### config.mk
export PLATFORM = sky130hd
export DESIGN_NAME = substring_delete_stream_flat
export DESIGN_NICKNAME = d
export VERILOG_FILES = /design/src/sv/sds_pkg.sv /design/src/sv/sds_if.sv /design/src/sv/sds_front.sv /design/src/sv/sds_queue.sv /design/src/sv/sds_back.sv /design/src/sv/substring_delete_stream.sv /design/src/flat_wrapper.sv
export SDC_FILE = /design/constraint.sdc
export NUM_CORES = 1
export LEC_CHECK = 0
export BUFFER_PORTS_ARGS = -buffer_cell sky130_fd_sc_hd__buf_2
export CORE_UTILIZATION = 60
export CTS_CLUSTER_SIZE = 8
export DETAILED_ROUTE_END_ITERATION = 10
export PLACE_DENSITY = 0.8
export SETUP_SLACK_MARGIN = 0.05
export SLEW_MARGIN = 0
export SYNTH_ARGS = -nofsm -noshare
export SYNTH_HDL_FRONTEND = slang
export SYNTH_HIERARCHICAL = 1
export SYNTH_SLANG_ARGS = --single-unit
### constraint.sdc
create_clock -name clk -period 4.9 [get_ports clk]
set_clock_uncertainty 0.1 [all_clocks]
set_input_delay 0.735 -clock clk [delete_from_list [all_inputs] [get_ports clk]]
set_output_delay 0.735 -clock clk [all_outputs]
set_load 0.05 [all_outputs]
### src/sv/sds_pkg.sv
// sds_pkg: shared widths, register indexes and the queue item type
// used by the front, queue and back of the substring delete stream
package sds_pkg;

  localparam int BYTE_W    = 8;
  localparam int PAT_W     = 64;
  localparam int LEN_W     = 4;
  localparam int CFG_IDX_W = 1;
  localparam int QDEPTH    = 2;
  localparam int QAW       = $clog2(QDEPTH);
  localparam int QCNT_W    = $clog2(QDEPTH + 1);

  localparam logic [CFG_IDX_W-1:0] REG_PATTERN = 1'b0;
  localparam logic [CFG_IDX_W-1:0] REG_LENGTH  = 1'b1;

  typedef enum logic {
    K_MATCH,
    K_PASS
  } kind_t;

  typedef struct packed {
    logic [BYTE_W-1:0] data;
    logic              last;
    kind_t             kind;
  } item_t;

endpackage

### src/sv/sds_if.sv
// sds_if: valid/ready channel interfaces for input bytes and results
// depends on sds_pkg for field widths
interface sds_in_if;
  logic                      valid;
  logic                      ready;
  logic [sds_pkg::BYTE_W-1:0] in_byte;
  logic                      in_last;

  modport source (output valid, in_byte, in_last, input ready);
  modport sink   (input valid, in_byte, in_last, output ready);
endinterface

interface sds_out_if;
  logic                      valid;
  logic                      ready;
  logic [sds_pkg::BYTE_W-1:0] out_byte;
  logic                      has_byte;
  logic                      out_last;

  modport source (output valid, out_byte, has_byte, out_last, input ready);
  modport sink   (input valid, out_byte, has_byte, out_last, output ready);
endinterface

### src/sv/sds_front.sv
// sds_front: accepts input bytes, clamps the pattern length and tags
// each item as pass-through or match work; depends on sds_pkg, sds_if
module sds_front #(
  parameter int MAX_PATTERN = 8
) (
  sds_in_if.sink                     in_ch,
  input  logic [sds_pkg::LEN_W-1:0]  cfg_len,
  input  logic                       q_full,
  output logic                       q_wr,
  output sds_pkg::item_t             q_item,
  output logic [sds_pkg::LEN_W-1:0]  eff_len
);
  import sds_pkg::*;

  localparam logic [LEN_W-1:0] MAX_LEN = LEN_W'(MAX_PATTERN);

  assign eff_len     = (cfg_len > MAX_LEN) ? MAX_LEN : cfg_len;
  assign in_ch.ready = !q_full;
  assign q_wr        = in_ch.valid && !q_full;

  always_comb begin
    q_item.data = in_ch.in_byte;
    q_item.last = in_ch.in_last;
    q_item.kind = (eff_len == '0) ? K_PASS : K_MATCH;
  end

endmodule

### src/sv/sds_queue.sv
// sds_queue: short item queue between front and back
// depends on sds_pkg for the item type and depth
module sds_queue (
  input  logic           clk,
  input  logic           rst_n,
  input  logic           wr,
  input  sds_pkg::item_t wr_item,
  output logic           full,
  input  logic           rd,
  output logic           rd_valid,
  output sds_pkg::item_t rd_item
);
  import sds_pkg::*;

  item_t             mem_r [QDEPTH];
  logic [QAW-1:0]    wr_ptr_r, wr_ptr_nxt;
  logic [QAW-1:0]    rd_ptr_r, rd_ptr_nxt;
  logic [QCNT_W-1:0] count_r, count_nxt;
  logic              do_wr, do_rd;

  assign full     = (count_r == QCNT_W'(QDEPTH));
  assign rd_valid = (count_r != '0);
  assign rd_item  = mem_r[rd_ptr_r];
  assign do_wr    = wr && !full;
  assign do_rd    = rd && rd_valid;

  always_comb begin
    wr_ptr_nxt = do_wr ? wr_ptr_r + 1'b1 : wr_ptr_r;
    rd_ptr_nxt = do_rd ? rd_ptr_r + 1'b1 : rd_ptr_r;
    count_nxt  = count_r;
    if (do_wr && !do_rd) begin
      count_nxt = count_r + 1'b1;
    end else if (do_rd && !do_wr) begin
      count_nxt = count_r - 1'b1;
    end
  end

  always_ff @(posedge clk) begin
    if (!rst_n) begin
      wr_ptr_r <= '0;
      rd_ptr_r <= '0;
      count_r  <= '0;
    end else begin
      wr_ptr_r <= wr_ptr_nxt;
      rd_ptr_r <= rd_ptr_nxt;
      count_r  <= count_nxt;
    end
  end

  always_ff @(posedge clk) begin
    if (do_wr) begin
      mem_r[wr_ptr_r] <= wr_item;
    end
  end

  a_count_bound: assert property (@(posedge clk) disable iff (!rst_n)
    count_r <= QCNT_W'(QDEPTH))
    else $error("queue count above depth");

endmodule

### src/sv/sds_back.sv
// sds_back: pending byte store, prefix check and results into the output register,
// which holds under back-pressure; an item is popped only once it is done; depends on sds_pkg and sds_if
module sds_back #(
  parameter int MAX_PATTERN = 8
) (
  input  logic                      clk,
  input  logic                      rst_n,
  input  logic [sds_pkg::PAT_W-1:0] pattern,
  input  logic [sds_pkg::LEN_W-1:0] eff_len,
  input  logic                      q_valid,
  input  sds_pkg::item_t            q_item,
  output logic                      q_pop,
  sds_out_if.source                 out_ch
);
  import sds_pkg::*;

  localparam int CNT_W = $clog2(MAX_PATTERN + 1);
  localparam logic [CNT_W-1:0] FULL_CNT = CNT_W'(MAX_PATTERN);

  typedef enum logic [1:0] {
    PH_PUSH,
    PH_SCAN,
    PH_FLUSH
  } phase_t;

  phase_t            phase_r, phase_nxt;
  logic [CNT_W-1:0]  cnt_r, cnt_nxt;
  logic [BYTE_W-1:0] store_r [MAX_PATTERN];
  logic [BYTE_W-1:0] store_nxt [MAX_PATTERN];
  logic              emitted_r, emitted_nxt;
  logic              ovalid_r, ovalid_nxt;
  logic [BYTE_W-1:0] obyte_r, obyte_nxt;
  logic              ohas_r, ohas_nxt;
  logic              olast_r, olast_nxt;

  logic [BYTE_W-1:0] pat_b [MAX_PATTERN];
  logic [BYTE_W-1:0] shifted [MAX_PATTERN];
  logic              ok_cur, ok_nxt, prefix_cur, prefix_nxt;
  logic [CNT_W-1:0]  cnt_dec;
  logic              out_free;

  assign cnt_dec  = cnt_r - 1'b1;
  assign out_free = !ovalid_r || out_ch.ready;

  // prefix test of the store now and after dropping its oldest byte
  always_comb begin
    ok_cur = 1'b1;
    ok_nxt = 1'b1;
    for (int i = 0; i < MAX_PATTERN; i++) begin
      pat_b[i]   = pattern[BYTE_W*i +: BYTE_W];
      shifted[i] = '0;
    end
    for (int i = 0; i < MAX_PATTERN; i++) begin
      if (CNT_W'(i) < cnt_r && store_r[i] != pat_b[i]) begin
        ok_cur = 1'b0;
      end
    end
    for (int i = 1; i < MAX_PATTERN; i++) begin
      shifted[i-1] = store_r[i];
      if (CNT_W'(i) < cnt_r && store_r[i] != pat_b[i-1]) begin
        ok_nxt = 1'b0;
      end
    end
    prefix_cur = ok_cur && (LEN_W'(cnt_r) <= eff_len);
    prefix_nxt = ok_nxt && (LEN_W'(cnt_dec) <= eff_len);
  end

  always_comb begin
    phase_nxt   = phase_r;
    cnt_nxt     = cnt_r;
    store_nxt   = store_r;
    emitted_nxt = emitted_r;
    ovalid_nxt  = ovalid_r && !out_ch.ready;
    obyte_nxt   = obyte_r;
    ohas_nxt    = ohas_r;
    olast_nxt   = olast_r;
    q_pop       = 1'b0;

    case (phase_r)
      PH_PUSH: begin
        if (q_valid) begin
          if (q_item.kind == K_PASS) begin
            if (out_free) begin
              ovalid_nxt = 1'b1;
              ohas_nxt   = 1'b1;
              if (cnt_r != '0) begin
                // drain what an earlier pattern left behind
                obyte_nxt   = store_r[0];
                olast_nxt   = 1'b0;
                store_nxt   = shifted;
                cnt_nxt     = cnt_dec;
                emitted_nxt = 1'b1;
              end else begin
                obyte_nxt   = q_item.data;
                olast_nxt   = q_item.last;
                q_pop       = 1'b1;
                emitted_nxt = 1'b0;
              end
            end
          end else if (cnt_r == FULL_CNT) begin
            if (out_free) begin
              ovalid_nxt  = 1'b1;
              ohas_nxt    = 1'b1;
              obyte_nxt   = store_r[0];
              olast_nxt   = 1'b0;
              store_nxt   = shifted;
              cnt_nxt     = cnt_dec;
              emitted_nxt = 1'b1;
            end
          end else begin
            for (int i = 0; i < MAX_PATTERN; i++) begin
              if (cnt_r == CNT_W'(i)) begin
                store_nxt[i] = q_item.data;
              end
            end
            cnt_nxt   = cnt_r + 1'b1;
            phase_nxt = PH_SCAN;
          end
        end
      end
      PH_SCAN: begin
        if (cnt_r == '0 || (prefix_cur && !q_item.last)) begin
          if (prefix_cur && LEN_W'(cnt_r) == eff_len) begin
            cnt_nxt = '0;
          end
          q_pop       = 1'b1;
          emitted_nxt = 1'b0;
          phase_nxt   = PH_PUSH;
        end else if (prefix_cur && LEN_W'(cnt_r) != eff_len) begin
          phase_nxt = PH_FLUSH;
        end else if (prefix_cur) begin
          // last item ends on a full match: close with a bare marker if needed
          if (emitted_r || out_free) begin
            cnt_nxt     = '0;
            q_pop       = 1'b1;
            emitted_nxt = 1'b0;
            phase_nxt   = PH_PUSH;
            if (!emitted_r) begin
              ovalid_nxt = 1'b1;
              ohas_nxt   = 1'b0;
              obyte_nxt  = '0;
              olast_nxt  = 1'b1;
            end
          end
        end else if (out_free) begin
          ovalid_nxt  = 1'b1;
          ohas_nxt    = 1'b1;
          obyte_nxt   = store_r[0];
          // final result when nothing else can come out of this item
          olast_nxt   = q_item.last && (cnt_dec == '0 ||
                        (prefix_nxt && LEN_W'(cnt_dec) == eff_len));
          store_nxt   = shifted;
          cnt_nxt     = cnt_dec;
          emitted_nxt = 1'b1;
        end
      end
      PH_FLUSH: begin
        if (out_free) begin
          ovalid_nxt  = 1'b1;
          ohas_nxt    = 1'b1;
          obyte_nxt   = store_r[0];
          olast_nxt   = (cnt_dec == '0);
          store_nxt   = shifted;
          cnt_nxt     = cnt_dec;
          emitted_nxt = 1'b1;
          if (cnt_dec == '0) begin
            q_pop       = 1'b1;
            emitted_nxt = 1'b0;
            phase_nxt   = PH_PUSH;
          end
        end
      end
      default: begin
        phase_nxt = PH_PUSH;
      end
    endcase
  end

  always_ff @(posedge clk) begin
    if (!rst_n) begin
      phase_r   <= PH_PUSH;
      cnt_r     <= '0;
      emitted_r <= 1'b0;
      ovalid_r  <= 1'b0;
    end else begin
      phase_r   <= phase_nxt;
      cnt_r     <= cnt_nxt;
      emitted_r <= emitted_nxt;
      ovalid_r  <= ovalid_nxt;
    end
    store_r <= store_nxt;
    obyte_r <= obyte_nxt;
    ohas_r  <= ohas_nxt;
    olast_r <= olast_nxt;
  end

  assign out_ch.valid    = ovalid_r;
  assign out_ch.out_byte = obyte_r;
  assign out_ch.has_byte = ohas_r;
  assign out_ch.out_last = olast_r;

  a_cnt_bound: assert property (@(posedge clk) disable iff (!rst_n)
    cnt_r <= FULL_CNT)
    else $error("pending count above store depth");

  a_flush_nonempty: assert property (@(posedge clk) disable iff (!rst_n)
    phase_r == PH_FLUSH |-> cnt_r != '0)
    else $error("flush with empty store");

  a_pop_valid: assert property (@(posedge clk) disable iff (!rst_n)
    q_pop |-> q_valid)
    else $error("queue pop without item");

  a_push_to_scan: assert property (@(posedge clk) disable iff (!rst_n)
    (phase_r == PH_PUSH && q_valid && q_item.kind == K_MATCH && cnt_r != FULL_CNT)
    |=> phase_r == PH_SCAN)
    else $error("pushed byte not scanned");

endmodule

### src/sv/substring_delete_stream.sv
// substring_delete_stream: deletes every occurrence of a pattern from a byte string
// path: with length zero an accepted byte goes through the queue into the output
//   register; otherwise it passes a store push and a prefix check first
// flow: pass-through (length zero) one item per cycle while the output is free;
//   otherwise each item takes a store push and a prefix check, and pending bytes are
//   emitted one at a time by the single store and output register of the back end
// reset: synchronous active low; clears the queue, pending count, output valid and both config registers
module substring_delete_stream #(
  parameter int MAX_PATTERN = 8
) (
  input  logic                          clk,
  input  logic                          rst_n,
  sds_in_if.sink                        in_ch,
  sds_out_if.source                     out_ch,
  input  logic                          cfg_we,
  input  logic [sds_pkg::CFG_IDX_W-1:0] cfg_index,
  input  logic [sds_pkg::PAT_W-1:0]     cfg_data
);
  import sds_pkg::*;

  logic [PAT_W-1:0] pattern_r, pattern_nxt;
  logic [LEN_W-1:0] plen_r, plen_nxt;
  logic [LEN_W-1:0] eff_len;
  logic             q_wr, q_full, q_pop, q_valid;
  item_t            wr_item, rd_item;

  always_comb begin
    pattern_nxt = pattern_r;
    plen_nxt    = plen_r;
    if (cfg_we) begin
      case (cfg_index)
        REG_PATTERN: pattern_nxt = cfg_data;
        REG_LENGTH:  plen_nxt    = cfg_data[LEN_W-1:0];
        default: begin
          pattern_nxt = pattern_r;
        end
      endcase
    end
  end

  always_ff @(posedge clk) begin
    if (!rst_n) begin
      pattern_r <= '0;
      plen_r    <= '0;
    end else begin
      pattern_r <= pattern_nxt;
      plen_r    <= plen_nxt;
    end
  end

  sds_front #(.MAX_PATTERN(MAX_PATTERN)) u_front (
    .in_ch   (in_ch),
    .cfg_len (plen_r),
    .q_full  (q_full),
    .q_wr    (q_wr),
    .q_item  (wr_item),
    .eff_len (eff_len)
  );

  sds_queue u_queue (
    .clk      (clk),
    .rst_n    (rst_n),
    .wr       (q_wr),
    .wr_item  (wr_item),
    .full     (q_full),
    .rd       (q_pop),
    .rd_valid (q_valid),
    .rd_item  (rd_item)
  );

  sds_back #(.MAX_PATTERN(MAX_PATTERN)) u_back (
    .clk     (clk),
    .rst_n   (rst_n),
    .pattern (pattern_r),
    .eff_len (eff_len),
    .q_valid (q_valid),
    .q_item  (rd_item),
    .q_pop   (q_pop),
    .out_ch  (out_ch)
  );

endmodule

### src/flat_wrapper.sv
// flat-port wrapper written by rule: the top's interface ports become plain ports
module substring_delete_stream_flat import sds_pkg::*;
#(
  parameter int MAX_PATTERN = 8
)
  (clk, rst_n, cfg_we, cfg_index, cfg_data, in_ch_valid, in_ch_in_byte, in_ch_in_last, in_ch_ready, out_ch_valid, out_ch_out_byte, out_ch_has_byte, out_ch_out_last, out_ch_ready);
  sds_in_if in_ch_i ();
  sds_out_if out_ch_i ();
  input  logic clk;
  input  logic rst_n;
  input  logic cfg_we;
  input  logic [sds_pkg::CFG_IDX_W-1:0] cfg_index;
  input  logic [sds_pkg::PAT_W-1:0] cfg_data;
  input wire logic [$bits(in_ch_i.valid)-1:0] in_ch_valid;
  input wire logic [$bits(in_ch_i.in_byte)-1:0] in_ch_in_byte;
  input wire logic [$bits(in_ch_i.in_last)-1:0] in_ch_in_last;
  output wire logic [$bits(in_ch_i.ready)-1:0] in_ch_ready;
  output wire logic [$bits(out_ch_i.valid)-1:0] out_ch_valid;
  output wire logic [$bits(out_ch_i.out_byte)-1:0] out_ch_out_byte;
  output wire logic [$bits(out_ch_i.has_byte)-1:0] out_ch_has_byte;
  output wire logic [$bits(out_ch_i.out_last)-1:0] out_ch_out_last;
  input wire logic [$bits(out_ch_i.ready)-1:0] out_ch_ready;
  assign in_ch_i.valid = in_ch_valid;
  assign in_ch_i.in_byte = in_ch_in_byte;
  assign in_ch_i.in_last = in_ch_in_last;
  assign in_ch_ready = in_ch_i.ready;
  assign out_ch_valid = out_ch_i.valid;
  assign out_ch_out_byte = out_ch_i.out_byte;
  assign out_ch_has_byte = out_ch_i.has_byte;
  assign out_ch_out_last = out_ch_i.out_last;
  assign out_ch_i.ready = out_ch_ready;
  substring_delete_stream #(.MAX_PATTERN(MAX_PATTERN)) u_core (.clk(clk), .rst_n(rst_n), .in_ch(in_ch_i), .out_ch(out_ch_i), .cfg_we(cfg_we), .cfg_index(cfg_index), .cfg_data(cfg_data));
endmodule
==> impl_metrics.env <==
export IMPL_status="finished clean"
export IMPL_netlist_top_cells_count="nand2_1, edfxtp_1, mux2i_1, dfxtp_1, xor2_1"
export IMPL_wire_per_inst_um=19.4
export IMPL_startpoint_type="flip-flop"
export IMPL_nFillCells=1249
export IMPL_r2r_start="u_core/u_back/cnt_r[0]"
export IMPL_gr_total_overflow=0
export IMPL_path_class="reg2reg"
export IMPL_drt_initial_drc_count=829
export IMPL_arrival_ns=4.65
export IMPL_antenna_left=0
export IMPL_use_met2_pct=46.2
export IMPL_p_total_mw=7.63
export IMPL_syn_to_final_growth_pct=9.91
export IMPL_fp_row_count=46
export IMPL_synth_top_cell_area_share_pct=28.3
export IMPL_synth_cell_types=67
export IMPL_relSlewSlack_pct=14.0
export IMPL_synth_main_ff_cell="edfxtp_1"
export IMPL_slew_viol_final=0
export IMPL_multi_input_area_um2=5020
export IMPL_syn_inst=1006
export IMPL_synth_top_area_cell="edfxtp_1"
export IMPL_crit_path_max_fanout=14
export IMPL_die_y_um=131
export IMPL_async_flop_share_pct=0
export IMPL_layout_setup_ws_ns=0.521
export IMPL_wl_mm=25.0
export IMPL_cts_root_buf="clkbuf_16"
export IMPL_setup_viol=0
export IMPL_place_ws_ns=0.643
export IMPL_worst_slew_pin_slew_ns=1.28
export IMPL_viasPerCell=5.99
export IMPL_max_cap_viol_count=0
export IMPL_grt_pass1_vias=7147
export IMPL_die_w_um=131
export IMPL_worst_hold_path_num_cells=2
export IMPL_final_area_um2=10900
export IMPL_clk_latency_ns=0.43
export IMPL_gr_usage_met1_pct=41.2
export IMPL_grt_util_all_layers_pct=29.9
export IMPL_grt_start_max_net_pins=87
export IMPL_post_cts_setup_buffer_count=0
export IMPL_dieArea_um2=17100
export IMPL_holdBufCountCts=0
export IMPL_hold_viol=0
export IMPL_ys_ff_latch=175
export IMPL_cts_made_buffers=17
export IMPL_fmax_ghz=0.228
export IMPL_synth_seq_area_share_pct=44.6
export IMPL_powerDensity_nw_per_um2=697
export IMPL_portBuffers=90
export IMPL_grt_pass1_wl_mm=38.3
export IMPL_via_count=7730
export IMPL_use_met3_pct=7.37
export IMPL_cts_tree="yes"
export IMPL_top_level_ports=91
export IMPL_busiest_layer="met2"
export IMPL_clk_path_buf_depth=2
export IMPL_r2r_end="u_core/u_queue/count_r[1]"
export IMPL_netlist_area_um2=9960
export IMPL_postLayoutCoreUtil_pct=68.2
export IMPL_cp_end_kind="flip-flop"
export IMPL_dpl_cell_area_um2=10300
export IMPL_rrSetupSlack_ns=0.52
export IMPL_fin_crit_sh_pct=89.4
export IMPL_synth_edf_count=94
export IMPL_whs_ns=0.374
export IMPL_clk_pin_slew_ns=0.07
export IMPL_start_util_pct=62.0
export IMPL_yosysWarnings=6
export IMPL_vdd_drop_max_uv=388
export IMPL_antenna_found_initial=0
export IMPL_drt_pass1_iterations=9
export IMPL_cp_data_required_time_ns=5.17
export IMPL_avgSynthCellArea_um2=9.90
export IMPL_hold_path_class="reg2reg"
export IMPL_worstHoldEndpoint="u_core/pattern_r[57]"
export IMPL_synth_most_common_cell="nand2_1"
export IMPL_syn_num_nets=1099
export IMPL_final_min_clock_period_ns=4.38
export IMPL_layout_drive_gt1_share_pct=14.8
export IMPL_fin_cells=1291
export IMPL_hpwl_mm=17.4
export IMPL_regArea_um2=4440
export IMPL_hold_start="u_core/pattern_r[57]"
export IMPL_fp_coreArea_um2=16100
export IMPL_dp_cells=1259
export IMPL_clock_sinks=175
export IMPL_gp_congestion=0.918
export IMPL_post_route_drc_count=0
export IMPL_r2r_cells=14
export IMPL_layout_nets=1155
export IMPL_ctsResizeCount=0
export IMPL_h_tree_depth=4
export IMPL_p_leak_nw=4.41
export IMPL_setup_tns_ns=0
export IMPL_rsz0062_at_grt="false"
export IMPL_synthTopCellsByArea="edfxtp_1, dfxtp_1, nand2_1"
export IMPL_n_antenna_cell=0
## worst max-delay path, stage by stage, from the launching register on
cell and delay (ns):
dfxtp_1 0.43, inv_1 0.23, ha_1 0.25, inv_1 0.12
nor3_2 0.97, a21oi_1 0.15, a21o_1 0.31, or3_4 0.38
o21ai_0 0.18, a22oi_1 0.11, nor2_1 0.10, o21ai_0 0.13
ha_1 0.34, or3_1 0.37, a21oi_1 0.13
## state kept, by name (all words and copies together), names as in the netlist, named ones only
register / flops
u_core/pattern_r: 64
u_core/u_back/shifted: 56
u_core/u_queue/mem_r: 20
u_core/u_back/out_ch.out_byte: 8
u_core/u_back/store_r: 8
u_core/plen_r: 4
u_core/u_back/cnt_r: 4
u_core/u_back/phase_r: 2
u_core/u_queue/count_r: 2
u_core/u_back/emitted_r: 1
u_core/u_back/out_ch.has_byte: 1
u_core/u_back/out_ch.out_last: 1
u_core/u_back/out_ch.valid: 1
u_core/u_queue/rd_ptr_r: 1
u_core/u_queue/wr_ptr_r: 1
## where the power goes
part           internal (mW)  switching (mW)  total (mW)
Combinational           1.23            2.09        3.32
Clock                  0.811           0.593        1.40
Sequential              2.31           0.591        2.90
## worst max-delay path by stage
stage | start | to | cells past startpoint
3_3_place_gp | u_core/u_back/cnt_r[0] | u_core/u_queue/count_r[1] | 14
5_1_grt | u_core/u_back/cnt_r[0] | u_core/u_queue/count_r[1] | 14
6_report | u_core/u_back/cnt_r[0] | u_core/u_queue/count_r[1] | 14
4_1_cts | u_core/u_back/cnt_r[0] | u_core/u_queue/count_r[1] | 14
3_5_place_dp | u_core/u_back/cnt_r[0] | u_core/u_queue/count_r[1] | 14
2_1_floorplan | u_core/u_back/cnt_r[0] | u_core/u_queue/count_r[1] | 15
## logic make-up (layout without fill, tap and decap cells)
group	Yosys count	count (layout)	share of synthesized area, %
AND/OR/NAND/NOR	344	344	15.4
flip-flops	175	175	44.6
AO/OA/AOI/OAI	163	163	11.8
XOR/XNOR	130	130	11.4
multiplexers	97	97	9.87
buffers and inverters	83	152	5.11
adder cells (fa/ha/maj)	14	14	1.76
## layout by cell type, fill, tap and decap left out, types with 4 or more instances in the layout
cell type    n
mux2i_1     87
nand4_1     16
xnor2_1     54
edfxtp_1    94
nor4_1      20
o21ai_0     20
ha_1        14
nor2b_1     11
o22ai_1      9
o21a_1       6
clkbuf_16   17
mux2_2      10
dfxtp_1     81
buf_2       89
nand2_1    236
nor3_1       7
nor2_1      24
clkinv_2     4
a21oi_1     29
a22oi_1     59
nand2b_1     4
buf_4       11
xor2_1      76
inv_1       20
nand3_1      7
## routing by layer
| metal | up-vias | wire length (um) |
|---|---|---|
| met1 | 3645 | 10900 |
| met4 | 0 | 547 |
| met3 | 44 | 2100 |
| met5 | - | 0 |
| li1 | 3674 | - |
| met2 | 367 | 11400 |
## area by class of cell
class / instances / area share, %
Clock inverter: 15 / 1.69
Clock buffer: 17 / 3.89
Timing Repair Buffer: 100 / 4.82
Inverter: 20 / 0.686
Multi-Input combinational cell: 748 / 45.9
Sequential cell: 175 / 40.6
Tap cell: 216 / 2.47
(Power assumes the default switching activity.)
